**src/fmpa_pkg.sv**
```systemverilog
// ============================================================================
// fmpa_pkg: shared types and constants of the flow meter pulse accumulator
// Holds the transaction payload structs, the operation codes passed from the
// front end to the back end, and the datapath widths of the rate divider.
// ============================================================================
package fmpa_pkg;

    // Width of the saturating pulse counter.
    localparam int COUNT_BITS = 32;
    // Dividend: pulses * 1000 in unsigned Q42.16.
    localparam int NUM_W      = COUNT_BITS + 26;
    // Divisor: elapsed milliseconds times pulses per liter.
    localparam int DEN_W      = 48;
    // Quotient width of the rate (unsigned Q16.16).
    localparam int RATE_W     = 32;

    // Input transaction.
    typedef struct packed {
        logic [1:0]  mode;
        logic        pin_level;
        logic [31:0] now_us;
        logic [31:0] now_ms;
    } in_item_t;

    // Result transaction.
    typedef struct packed {
        logic        flowing;
        logic [31:0] flow_rate;
        logic [30:0] volume;
        logic        start_event;
        logic        stop_event;
    } out_item_t;

    // Operation decoded by the front end.
    typedef enum logic [1:0] {
        OP_SAMPLE,
        OP_READ,
        OP_CLEAR,
        OP_IGNORE
    } op_t;

    // Entry of the queue between front and back end.
    typedef struct packed {
        op_t         op;
        logic        pin_level;
        logic [31:0] now_us;
        logic [31:0] now_ms;
    } cmd_t;

endpackage

```
**src/fmpa_front.sv**
```systemverilog
// ============================================================================
// fmpa_front: input stage of the flow meter pulse accumulator
// Registers each accepted input transaction, decodes its mode into an
// operation code and hands it to the command queue.
// ============================================================================
module fmpa_front import fmpa_pkg::*; (
    input  logic     aclk,
    input  logic     aresetn,
    input  logic     s_valid,
    output logic     s_ready,
    input  in_item_t s_item,
    output logic     cmd_valid,
    input  logic     cmd_ready,
    output cmd_t     cmd_item
);

    localparam logic [1:0] MODE_SAMPLE = 2'd0;
    localparam logic [1:0] MODE_READ   = 2'd1;
    localparam logic [1:0] MODE_CLEAR  = 2'd2;

    logic stage_valid_reg;
    cmd_t stage_item_reg;
    cmd_t decoded;

    // Decode the mode field into an operation.
    always_comb begin
        decoded.pin_level = s_item.pin_level;
        decoded.now_us    = s_item.now_us;
        decoded.now_ms    = s_item.now_ms;
        case (s_item.mode)
            MODE_SAMPLE: decoded.op = OP_SAMPLE;
            MODE_READ:   decoded.op = OP_READ;
            MODE_CLEAR:  decoded.op = OP_CLEAR;
            default:     decoded.op = OP_IGNORE;
        endcase
    end

    // The stage takes a new transaction whenever it is empty or draining.
    assign s_ready   = !stage_valid_reg || cmd_ready;
    assign cmd_valid = stage_valid_reg;
    assign cmd_item  = stage_item_reg;

    always_ff @(posedge aclk) begin
        if (!aresetn) begin
            stage_valid_reg <= 1'b0;
        end else if (s_valid && s_ready) begin
            stage_valid_reg <= 1'b1;
        end else if (cmd_ready) begin
            stage_valid_reg <= 1'b0;
        end
    end

    always_ff @(posedge aclk) begin
        if (s_valid && s_ready) begin
            stage_item_reg <= decoded;
        end
    end

endmodule

```
**src/fmpa_queue.sv**
```systemverilog
// ============================================================================
// fmpa_queue: two-entry command queue
// Decouples the front end from the back end so that either can stall
// without holding up the other until the queue is full.
// ============================================================================
module fmpa_queue import fmpa_pkg::*; (
    input  logic aclk,
    input  logic aresetn,
    input  logic in_valid,
    output logic in_ready,
    input  cmd_t in_item,
    output logic out_valid,
    input  logic out_ready,
    output cmd_t out_item
);

    cmd_t       entry_reg [2];
    logic       wr_ptr_reg;
    logic       rd_ptr_reg;
    logic [1:0] count_reg;
    logic       push;
    logic       pop;

    assign in_ready  = (count_reg != 2'd2);
    assign out_valid = (count_reg != 2'd0);
    assign out_item  = entry_reg[rd_ptr_reg];
    assign push      = in_valid && in_ready;
    assign pop       = out_valid && out_ready;

    // Pointers and fill level.
    always_ff @(posedge aclk) begin
        if (!aresetn) begin
            wr_ptr_reg <= 1'b0;
            rd_ptr_reg <= 1'b0;
            count_reg  <= 2'd0;
        end else begin
            if (push) begin
                wr_ptr_reg <= !wr_ptr_reg;
            end
            if (pop) begin
                rd_ptr_reg <= !rd_ptr_reg;
            end
            if (push && !pop) begin
                count_reg <= count_reg + 2'd1;
            end else if (pop && !push) begin
                count_reg <= count_reg - 2'd1;
            end
        end
    end

    // Storage.
    always_ff @(posedge aclk) begin
        if (push) begin
            entry_reg[wr_ptr_reg] <= in_item;
        end
    end

endmodule

```
**src/fmpa_div.sv**
```systemverilog
// ============================================================================
// fmpa_div: sequential rate divider
// Restoring division producing one quotient bit per cycle. The quotient
// saturates to all ones when it does not fit in the rate width, which also
// covers a zero divisor.
// ============================================================================
module fmpa_div import fmpa_pkg::*; (
    input  logic               aclk,
    input  logic               aresetn,
    input  logic               start,
    input  logic [NUM_W-1:0]   num,
    input  logic [DEN_W-1:0]   den,
    output logic               done,
    output logic [RATE_W-1:0]  quotient
);

    localparam int HI_W   = NUM_W - RATE_W;
    localparam int STEP_W = $clog2(RATE_W);

    logic [DEN_W-1:0]  rem_reg;
    logic [DEN_W-1:0]  den_reg;
    logic [RATE_W-1:0] quo_reg;
    logic [STEP_W-1:0] step_reg;
    logic              busy_reg;
    logic              done_reg;
    logic [DEN_W:0]    trial;
    logic [DEN_W:0]    diff;
    logic              fits;
    logic              overflow;

    // One trial subtraction per cycle.
    assign trial    = {rem_reg, quo_reg[RATE_W-1]};
    assign diff     = trial - {1'b0, den_reg};
    assign fits     = (trial >= {1'b0, den_reg});
    // The quotient fits the rate width only if the upper dividend is below the divisor.
    assign overflow = (DEN_W'(num[NUM_W-1:RATE_W]) >= den);

    assign done     = done_reg;
    assign quotient = quo_reg;

    always_ff @(posedge aclk) begin
        if (!aresetn) begin
            busy_reg <= 1'b0;
            done_reg <= 1'b0;
            step_reg <= '0;
        end else begin
            done_reg <= 1'b0;
            if (start) begin
                den_reg <= den;
                if (overflow) begin
                    quo_reg  <= '1;
                    done_reg <= 1'b1;
                end else begin
                    rem_reg  <= DEN_W'(num[NUM_W-1:RATE_W]);
                    quo_reg  <= num[RATE_W-1:0];
                    busy_reg <= 1'b1;
                    step_reg <= '0;
                end
            end else if (busy_reg) begin
                rem_reg  <= fits ? diff[DEN_W-1:0] : trial[DEN_W-1:0];
                quo_reg  <= {quo_reg[RATE_W-2:0], fits};
                step_reg <= step_reg + STEP_W'(1);
                if (step_reg == STEP_W'(RATE_W - 1)) begin
                    busy_reg <= 1'b0;
                    done_reg <= 1'b1;
                end
            end
        end
    end

endmodule

```
**src/fmpa_back.sv**
```systemverilog
// ============================================================================
// fmpa_back: execution back end of the flow meter pulse accumulator
// Holds the configuration and the meter state, carries out pin samples,
// read updates and volume clears, and drives the result register.
// ============================================================================
module fmpa_back import fmpa_pkg::*; (
    input  logic        aclk,
    input  logic        aresetn,
    input  logic        cfg_we,
    input  logic [1:0]  cfg_index,
    input  logic [15:0] cfg_wdata,
    input  logic        cmd_valid,
    output logic        cmd_ready,
    input  cmd_t        cmd_item,
    output logic        m_valid,
    input  logic        m_ready,
    output out_item_t   m_item
);

    localparam logic [1:0] CFG_PULSES_PER_LITER = 2'd0;
    localparam logic [1:0] CFG_DEBOUNCE_US      = 2'd1;
    localparam logic [1:0] CFG_EDGE_MODE        = 2'd2;
    localparam logic [1:0] CFG_READ_INTERVAL_MS = 2'd3;

    localparam logic [1:0] EDGE_FALL = 2'd0;
    localparam logic [1:0] EDGE_RISE = 2'd1;
    localparam logic [1:0] EDGE_BOTH = 2'd2;

    localparam logic [9:0]  MS_PER_S  = 10'd1000;
    // ceil(2^32 / 15): exact quotient by 15 for 24-bit operands.
    localparam logic [28:0] RECIP_15  = 29'd286331154;
    localparam logic [30:0] VOL_MAX   = 31'h7FFFFFFF;
    localparam logic [COUNT_BITS-1:0] COUNT_MAX = '1;

    typedef enum logic [2:0] {
        B_IDLE,
        B_PROD,
        B_START,
        B_DIV,
        B_SCALE,
        B_RECIP,
        B_DONE
    } state_t;

    state_t state_reg, state_next;

    // Configuration.
    logic [15:0] ppl_reg, ppl_next;
    logic [15:0] debounce_reg, debounce_next;
    logic [1:0]  edge_mode_reg, edge_mode_next;
    logic [15:0] interval_reg, interval_next;

    // Meter state.
    logic [COUNT_BITS-1:0] pulse_count_reg, pulse_count_next;
    logic        pulse_seen_reg, pulse_seen_next;
    logic        window_reg, window_next;
    logic        prior_window_reg, prior_window_next;
    logic [31:0] rate_reg, rate_next;
    logic [30:0] volume_reg, volume_next;
    logic [31:0] last_ms_reg, last_ms_next;
    logic [31:0] last_us_reg, last_us_next;
    logic        prev_level_reg, prev_level_next;

    // Read update datapath.
    logic [COUNT_BITS-1:0] pulses_reg, pulses_next;
    logic [31:0]      elapsed_reg, elapsed_next;
    logic             stop_reg, stop_next;
    logic [NUM_W-1:0] num_reg, num_next;
    logic [DEN_W-1:0] den_reg, den_next;
    logic [31:0]      quo_reg, quo_next;
    logic [25:0]      scaled_reg, scaled_next;
    logic [20:0]      incr_reg, incr_next;

    // Result register.
    logic      m_valid_reg, m_valid_next;
    out_item_t m_item_reg, m_item_next;

    logic                  out_free;
    logic                  div_done;
    logic [RATE_W-1:0]     div_quotient;
    logic                  fall;
    logic                  rise;
    logic                  hit;
    logic                  bounced;
    logic [31:0]           since_pulse;
    logic [31:0]           elapsed;
    logic [COUNT_BITS+9:0] pulses_k;
    logic [41:0]           quo_k;
    logic [52:0]           recip_prod;
    logic [31:0]           vol_sum;

    fmpa_div u_div (
        .aclk     (aclk),
        .aresetn  (aresetn),
        .start    (state_reg == B_START),
        .num      (num_reg),
        .den      (den_reg),
        .done     (div_done),
        .quotient (div_quotient)
    );

    assign out_free  = !m_valid_reg || m_ready;
    assign cmd_ready = (state_reg == B_IDLE) && out_free;
    assign m_valid   = m_valid_reg;
    assign m_item    = m_item_reg;

    // Edge detection and debounce window.
    assign fall        = prev_level_reg && !cmd_item.pin_level;
    assign rise        = !prev_level_reg && cmd_item.pin_level;
    assign since_pulse = cmd_item.now_us - last_us_reg;
    assign bounced     = (debounce_reg != 16'd0) && (since_pulse < 32'(debounce_reg));
    assign elapsed     = cmd_item.now_ms - last_ms_reg;

    always_comb begin
        case (edge_mode_reg)
            EDGE_FALL: hit = fall;
            EDGE_RISE: hit = rise;
            EDGE_BOTH: hit = fall || rise;
            default:   hit = 1'b0;
        endcase
    end

    // Arithmetic of the rate and volume steps; the divisor product is formed in the sequencer.
    assign pulses_k   = (COUNT_BITS+10)'(pulses_reg) * (COUNT_BITS+10)'(MS_PER_S);
    assign quo_k      = 42'(quo_reg) * 42'(MS_PER_S);
    assign recip_prod = 53'(scaled_reg[25:2]) * 53'(RECIP_15);
    assign vol_sum    = 32'(volume_reg) + 32'(incr_reg);

    // Next-state logic of the sequencer and the meter.
    always_comb begin
        state_next        = state_reg;
        ppl_next          = ppl_reg;
        debounce_next     = debounce_reg;
        edge_mode_next    = edge_mode_reg;
        interval_next     = interval_reg;
        pulse_count_next  = pulse_count_reg;
        pulse_seen_next   = pulse_seen_reg;
        window_next       = window_reg;
        prior_window_next = prior_window_reg;
        rate_next         = rate_reg;
        volume_next       = volume_reg;
        last_ms_next      = last_ms_reg;
        last_us_next      = last_us_reg;
        prev_level_next   = prev_level_reg;
        pulses_next       = pulses_reg;
        elapsed_next      = elapsed_reg;
        stop_next         = stop_reg;
        num_next          = num_reg;
        den_next          = den_reg;
        quo_next          = quo_reg;
        scaled_next       = scaled_reg;
        incr_next         = incr_reg;
        m_valid_next      = m_valid_reg && !m_ready;
        m_item_next       = m_item_reg;

        if (cfg_we) begin
            case (cfg_index)
                CFG_PULSES_PER_LITER: ppl_next       = cfg_wdata;
                CFG_DEBOUNCE_US:      debounce_next  = cfg_wdata;
                CFG_EDGE_MODE:        edge_mode_next = cfg_wdata[1:0];
                CFG_READ_INTERVAL_MS: interval_next  = cfg_wdata;
                default:              ppl_next       = ppl_reg;
            endcase
        end

        case (state_reg)
            B_IDLE: begin
                if (cmd_valid && out_free) begin
                    m_valid_next            = 1'b1;
                    m_item_next.start_event = 1'b0;
                    m_item_next.stop_event  = 1'b0;
                    case (cmd_item.op)
                        OP_SAMPLE: begin
                            prev_level_next = cmd_item.pin_level;
                            if (hit && !bounced) begin
                                if (debounce_reg != 16'd0) begin
                                    last_us_next = cmd_item.now_us;
                                end
                                m_item_next.start_event = !window_reg;
                                if (pulse_count_reg != COUNT_MAX) begin
                                    pulse_count_next = pulse_count_reg + COUNT_BITS'(1);
                                end
                                window_next = 1'b1;
                            end
                        end
                        OP_READ: begin
                            if (elapsed >= 32'(interval_reg)) begin
                                pulse_count_next  = '0;
                                window_next       = 1'b0;
                                prior_window_next = window_reg;
                                last_ms_next      = cmd_item.now_ms;
                                stop_next         = prior_window_reg && !window_reg;
                                if (pulse_count_reg == '0) begin
                                    pulse_seen_next        = 1'b0;
                                    rate_next              = 32'd0;
                                    m_item_next.stop_event = stop_next;
                                end else begin
                                    // The rate needs the divider: hold the result.
                                    pulse_seen_next = 1'b1;
                                    pulses_next     = pulse_count_reg;
                                    elapsed_next    = elapsed;
                                    m_valid_next    = 1'b0;
                                    state_next      = B_PROD;
                                end
                            end
                        end
                        OP_CLEAR: begin
                            volume_next = '0;
                        end
                        default: begin
                            volume_next = volume_reg;
                        end
                    endcase
                    m_item_next.flowing   = pulse_seen_next;
                    m_item_next.flow_rate = rate_next;
                    m_item_next.volume    = volume_next;
                end
            end
            B_PROD: begin
                num_next   = {pulses_k, 16'd0};
                den_next   = DEN_W'(elapsed_reg) * DEN_W'(ppl_reg);
                state_next = B_START;
            end
            B_START: begin
                state_next = B_DIV;
            end
            B_DIV: begin
                if (div_done) begin
                    quo_next   = div_quotient;
                    state_next = B_SCALE;
                end
            end
            B_SCALE: begin
                scaled_next = quo_k[41:16];
                state_next  = B_RECIP;
            end
            B_RECIP: begin
                incr_next  = recip_prod[52:32];
                state_next = B_DONE;
            end
            B_DONE: begin
                if (out_free) begin
                    rate_next   = quo_reg;
                    volume_next = (vol_sum > 32'(VOL_MAX)) ? VOL_MAX : vol_sum[30:0];
                    m_valid_next            = 1'b1;
                    m_item_next.flowing     = pulse_seen_reg;
                    m_item_next.flow_rate   = rate_next;
                    m_item_next.volume      = volume_next;
                    m_item_next.start_event = 1'b0;
                    m_item_next.stop_event  = stop_reg;
                    state_next              = B_IDLE;
                end
            end
            default: begin
                state_next = B_IDLE;
            end
        endcase
    end

    // State, configuration and registered outputs.
    always_ff @(posedge aclk) begin
        if (!aresetn) begin
            state_reg        <= B_IDLE;
            ppl_reg          <= 16'd396;
            debounce_reg     <= 16'd0;
            edge_mode_reg    <= EDGE_FALL;
            interval_reg     <= 16'd1000;
            pulse_count_reg  <= '0;
            pulse_seen_reg   <= 1'b0;
            window_reg       <= 1'b0;
            prior_window_reg <= 1'b0;
            rate_reg         <= '0;
            volume_reg       <= '0;
            last_ms_reg      <= '0;
            last_us_reg      <= '0;
            prev_level_reg   <= 1'b1;
            m_valid_reg      <= 1'b0;
        end else begin
            state_reg        <= state_next;
            ppl_reg          <= ppl_next;
            debounce_reg     <= debounce_next;
            edge_mode_reg    <= edge_mode_next;
            interval_reg     <= interval_next;
            pulse_count_reg  <= pulse_count_next;
            pulse_seen_reg   <= pulse_seen_next;
            window_reg       <= window_next;
            prior_window_reg <= prior_window_next;
            rate_reg         <= rate_next;
            volume_reg       <= volume_next;
            last_ms_reg      <= last_ms_next;
            last_us_reg      <= last_us_next;
            prev_level_reg   <= prev_level_next;
            m_valid_reg      <= m_valid_next;
        end
    end

    // Datapath registers of the read update and the result payload.
    always_ff @(posedge aclk) begin
        pulses_reg  <= pulses_next;
        elapsed_reg <= elapsed_next;
        stop_reg    <= stop_next;
        num_reg     <= num_next;
        den_reg     <= den_next;
        quo_reg     <= quo_next;
        scaled_reg  <= scaled_next;
        incr_reg    <= incr_next;
        m_item_reg  <= m_item_next;
    end

    // The divider only finishes while the sequencer waits for it.
    assert property (@(posedge aclk) disable iff (!aresetn)
        div_done |-> (state_reg == B_DIV))
        else $error("divider finished outside the divide step");

    // A result never reports a flow start and a flow stop together.
    assert property (@(posedge aclk) disable iff (!aresetn)
        m_valid_reg |-> !(m_item_reg.start_event && m_item_reg.stop_event))
        else $error("start and stop events in one result");

    // Without pulses in the last window the rate is zero.
    assert property (@(posedge aclk) disable iff (!aresetn)
        !pulse_seen_reg |-> (rate_reg == 32'd0))
        else $error("nonzero rate without flow");

endmodule

```
**src/flow_meter_pulse_accumulator_core.sv**
```systemverilog
// ============================================================================
// flow_meter_pulse_accumulator_core: flow meter pulse accumulator top level
// Counts debounced sensor edges and turns them into a Q16.16 flow rate and a
// saturating volume total. Front end, command queue and back end are split so
// each side stalls independently.
// ============================================================================
//
//   Channel   Ports                        Direction  Payload
//   input     s_valid / s_ready / s_item   in         in_item_t
//   result    m_valid / m_ready / m_item   out        out_item_t
//   config    cfg_we / cfg_index/cfg_wdata in         16-bit register write
//
// A sample, clear, early read or read over an empty window is handled in the
// idle state without holding the back end; a read with counted pulses holds
// the back end through the product, start, divide, scale, reciprocal and done
// steps, the bit-serial divider giving one quotient bit per cycle for 32 bits
// and then its done flag. A rate that saturates skips those bit steps.
// A short command passes the front stage, the queue and the result register.
// Reset is synchronous on aresetn low and needs no clearing pass.
// A stalled result holds the back end; the front stage and the two-entry
// queue keep accepting until they fill.
module flow_meter_pulse_accumulator_core import fmpa_pkg::*; (
    input  logic        aclk,
    input  logic        aresetn,
    input  logic        cfg_we,
    input  logic [1:0]  cfg_index,
    input  logic [15:0] cfg_wdata,
    input  logic        s_valid,
    output logic        s_ready,
    input  in_item_t    s_item,
    output logic        m_valid,
    input  logic        m_ready,
    output out_item_t   m_item
);

    logic front_valid;
    logic front_ready;
    cmd_t front_item;
    logic cmd_valid;
    logic cmd_ready;
    cmd_t cmd_item;

    fmpa_front u_front (
        .aclk      (aclk),
        .aresetn   (aresetn),
        .s_valid   (s_valid),
        .s_ready   (s_ready),
        .s_item    (s_item),
        .cmd_valid (front_valid),
        .cmd_ready (front_ready),
        .cmd_item  (front_item)
    );

    fmpa_queue u_queue (
        .aclk      (aclk),
        .aresetn   (aresetn),
        .in_valid  (front_valid),
        .in_ready  (front_ready),
        .in_item   (front_item),
        .out_valid (cmd_valid),
        .out_ready (cmd_ready),
        .out_item  (cmd_item)
    );

    fmpa_back u_back (
        .aclk      (aclk),
        .aresetn   (aresetn),
        .cfg_we    (cfg_we),
        .cfg_index (cfg_index),
        .cfg_wdata (cfg_wdata),
        .cmd_valid (cmd_valid),
        .cmd_ready (cmd_ready),
        .cmd_item  (cmd_item),
        .m_valid   (m_valid),
        .m_ready   (m_ready),
        .m_item    (m_item)
    );

endmodule
```
**config.mk**
```make
export PLATFORM = sky130hd
export DESIGN_NAME = flow_meter_pulse_accumulator_core
export DESIGN_NICKNAME = d
export VERILOG_FILES = /design/src/fmpa_pkg.sv /design/src/fmpa_front.sv /design/src/fmpa_queue.sv /design/src/fmpa_div.sv /design/src/fmpa_back.sv /design/src/flow_meter_pulse_accumulator_core.sv
export SDC_FILE = /design/constraint.sdc
export NUM_CORES = 2
export LEC_CHECK = 0
export BUFFER_PORTS_ARGS = -buffer_cell sky130_fd_sc_hd__buf_4
export CAP_MARGIN = 20
export CORE_MARGIN = 2
export CORE_UTILIZATION = 45
export DETAILED_ROUTE_END_ITERATION = 16
export GPL_TIMING_DRIVEN = 1
export PLACE_DENSITY = 0.7
export SLEW_MARGIN = 20
export SYNTH_ARGS = -nofsm -noshare
export SYNTH_HDL_FRONTEND = slang
export SYNTH_SLANG_ARGS = --single-unit
```
**constraint.sdc**
```tcl
create_clock -name aclk -period 14.2 [get_ports aclk]
set_input_delay 0 -clock aclk [delete_from_list [all_inputs] [get_ports aclk]]
set_output_delay 0 -clock aclk [all_outputs]
set_load 0.02 [all_outputs]
```
==> flow_metrics.env <==
export IMPL_synth_xor_area_share_pct=2.88
export IMPL_grt_antenna_before_repair=3
export IMPL_cp_max_fo=19
export IMPL_syn_to_final_growth_pct=12.1
export IMPL_synth_compound_area_share_pct=11.2
export IMPL_row_count=143
export IMPL_post_place_cells=8613
export IMPL_nets=8326
export IMPL_start_kind="flip-flop"
export IMPL_ir_drop_v=0.000152
export IMPL_period_share_pct=55.6
export IMPL_synth_edf_count=624
export IMPL_numPortBuffers=157
export IMPL_slew_viol_final=0
export IMPL_syn_nets=8074
export IMPL_p_per_area_mw_per_mm2=122
export IMPL_slew_headroom_pct=21.8
export IMPL_dp_slack_ns=6.40
export IMPL_synth_distinct_cells=82
export IMPL_synthArstFlopShare_pct=0
export IMPL_max_freq_mhz=127
export IMPL_synth_area_per_cell_um2=10.5
export IMPL_cts_max_level=3
export IMPL_drc=0
export IMPL_finalHoldViolCount=0
export IMPL_synth_flop_cell="edfxtp_1"
export IMPL_vias_per_cell=5.42
export IMPL_cts_sinks=854
export IMPL_clockBufferDepth=3
export IMPL_cts_tree="yes"
export IMPL_drt_wl_total_um=164000
export IMPL_critPathCaptureType="flip-flop"
export IMPL_rsz0062_at_grt="no"
export IMPL_die_w_um=396
export IMPL_grt_pass1_vias=50426
export IMPL_cts_buffers=95
export IMPL_drt_pass1_iterations=6
export IMPL_largest_reg_flops=134
export IMPL_setup_ws_ns=6.30
export IMPL_ys_seq_area_share_pct=33.7
export IMPL_synth_simple_area_share_pct=11.2
export IMPL_die_area_mm2=0.157
export IMPL_status="finished clean"
export IMPL_synth_area_mm2=0.0692
export IMPL_synth_adder_area_share_pct=33.0
export IMPL_die_height_um=396
export IMPL_yosys_register_bits=854
export IMPL_setup_viol_count_final=0
export IMPL_critPathKind="flip-flop to flip-flop"
export IMPL_num_vias=48549
export IMPL_grt_max_degree=72
export IMPL_gp_congestion=0.897
export IMPL_fin_crit_ns=7.90
export IMPL_ant_nets=0
export IMPL_grt_util_all_layers_pct=21.3
export IMPL_worst_pin_slew_ns=1.17
export IMPL_clkLatencyLatePin_ns=0.76
export IMPL_grt_ovfl_total=0
export IMPL_clk_pin_slew_worst_paths_ns=0.08
export IMPL_drive_gt1_share_pct=6.91
export IMPL_core_mm2=0.152
export IMPL_arrival_ns=8.35
export IMPL_synth_cells=6598
export IMPL_num_io_pins=158
export IMPL_synth_top_family_by_area="adder cells"
export IMPL_yosysWarnings=0
export IMPL_worstPathRequired_ns=14.65
export IMPL_dp_hpwl_um=123000
export IMPL_wl_per_cell_um=18.3
export IMPL_skew_ns=0.0611
export IMPL_fin_total_pwr_mw=9.49
export IMPL_initialDrtViolationCount=2994
export IMPL_start_util_pct=45.5
export IMPL_finalSetupTns_ns=0
export IMPL_hold_class="input pin to flip-flop"
export IMPL_grt_pass1_wl_um=268000
export IMPL_cts_root_buf="clkbuf_16"
export IMPL_maxCapViolCount=0
export IMPL_stdcell_count=8965
export IMPL_synthMuxAreaShare_pct=1.50
export IMPL_p_leak_nw=34.1
-- worst max-delay path, stage by stage (launching register included) --
cell,delay (ns)
dfxtp_1,0.75
buf_4,0.37
nand2_1,0.12
fa_1,0.52
fa_1,0.59
fa_1,0.46
fa_1,0.54
inv_1,0.05
fa_1,0.48
inv_1,0.05
fa_1,0.48
inv_1,0.04
ha_1,0.35
nand3_1,0.14
nor3b_1,0.19
a21o_1,0.21
a21oi_1,0.13
o21ai_0,0.47
a41oi_1,0.31
a2111oi_1,0.86
a221oi_1,0.17
o21bai_1,0.20
xnor2_1,0.10
-- path summary, 6_finish.rpt --
kind,start,end,slack (ns),cells after the start
setup reg to reg,u_back.ppl_reg[1],u_back.den_reg[40],6.30,22
hold / removal,cfg_wdata[6],u_back.ppl_reg[6],0.12,4
hold reg to reg,u_front.cmd_item[51],u_queue.entry_reg[0][51],0.41,0
setup / recovery,u_back.ppl_reg[1],u_back.den_reg[40],6.30,22
-- layout make-up --
| cell class | count | area [um^2] |
|---|---|---|
| Fill cell | 13263 | 74700 |
| Clock buffer | 125 | 2530 |
| Timing Repair Buffer | 385 | 3330 |
| Tap cell | 2030 | 2540 |
| Multi-Input combinational cell | 4550 | 41500 |
| Inverter | 964 | 3620 |
| Antenna cell | 2 | 5.00 |
| Clock inverter | 55 | 719 |
| Sequential cell | 854 | 23300 |
-- routing by layer --
layer  GRT usage (%)  part of all wire [%]
met3            2.84                   5.1
met2            36.9                    49
met4            8.06                   3.8
met1            27.0                    42
met5               0                     0
-- synth_stat cells (all sizes together), types with 69 or more instances --
library cell	n	share of area (%)
ha	650	12
fa	736	21
o21ai	196	1.4
nor2	341	1.8
a211oi	69	0.76
and2	236	2.1
xor2	84	1.1
nand2	645	3.5
edfxtp	624	27
inv	964	5.2
dfxtp	230	6.7
a21oi	426	3.1
clkbuf	217	1.2
a21o	130	1.4
nand3	69	0.51
xnor2	144	1.8
-- metrics by stage --
step | hold slack, ns | cell area, um^2 | utilization (%)
after floorplan | 0.0989 | 69200 | -
after global placement | 0.178 | 72600 | 47.7
after CTS | 0.0517 | 77600 | 50.9
after global routing | 0.101 | 77600 | 51.0
after detailed placement | 0.179 | 72600 | 47.7
final | 0.116 | 77600 | 51.0
-- layout by cell type, fill, tap and decap left out, types with 67 or more instances in the layout --
master	count
a21o_1	130
nor2_1	334
nand2_1	645
xor2_1	84
dlygate4sd3_1	169
nand3_1	67
xnor2_1	144
and2_1	232
fa_1	736
clkbuf_16	95
edfxtp_1	624
a211oi_1	68
o21ai_0	191
a21oi_1	425
inv_1	961
ha_1	650
dfxtp_1	228
buf_4	215
-- repair_timing --
action                                  CTS  global route
buffers inserted                          0             0
hold buffers                            169             0
endpoints found under the setup margin    0             0
hold endpoints to repair                148             0
resized for setup                         0             0
-- logic make-up after synthesis --
kind of cell	Yosys count
AOI/OAI and AO/OA	1201
xor gates and xnor gates	228
adders and majority gates	1386
buffers and inverters	1194
DFF	854
muxes	96
and+or+nand+nor	1639
-- report_power, final --
group | switching, mW | internal, mW | total, mW | leakage, nW
combinational | 2.29 | 1.50 | 3.79 | 24.9
sequential | 0.111 | 3.04 | 3.15 | 7.67
clock | 1.10 | 1.45 | 2.55 | 1.55
(Power assumes the default switching activity.)
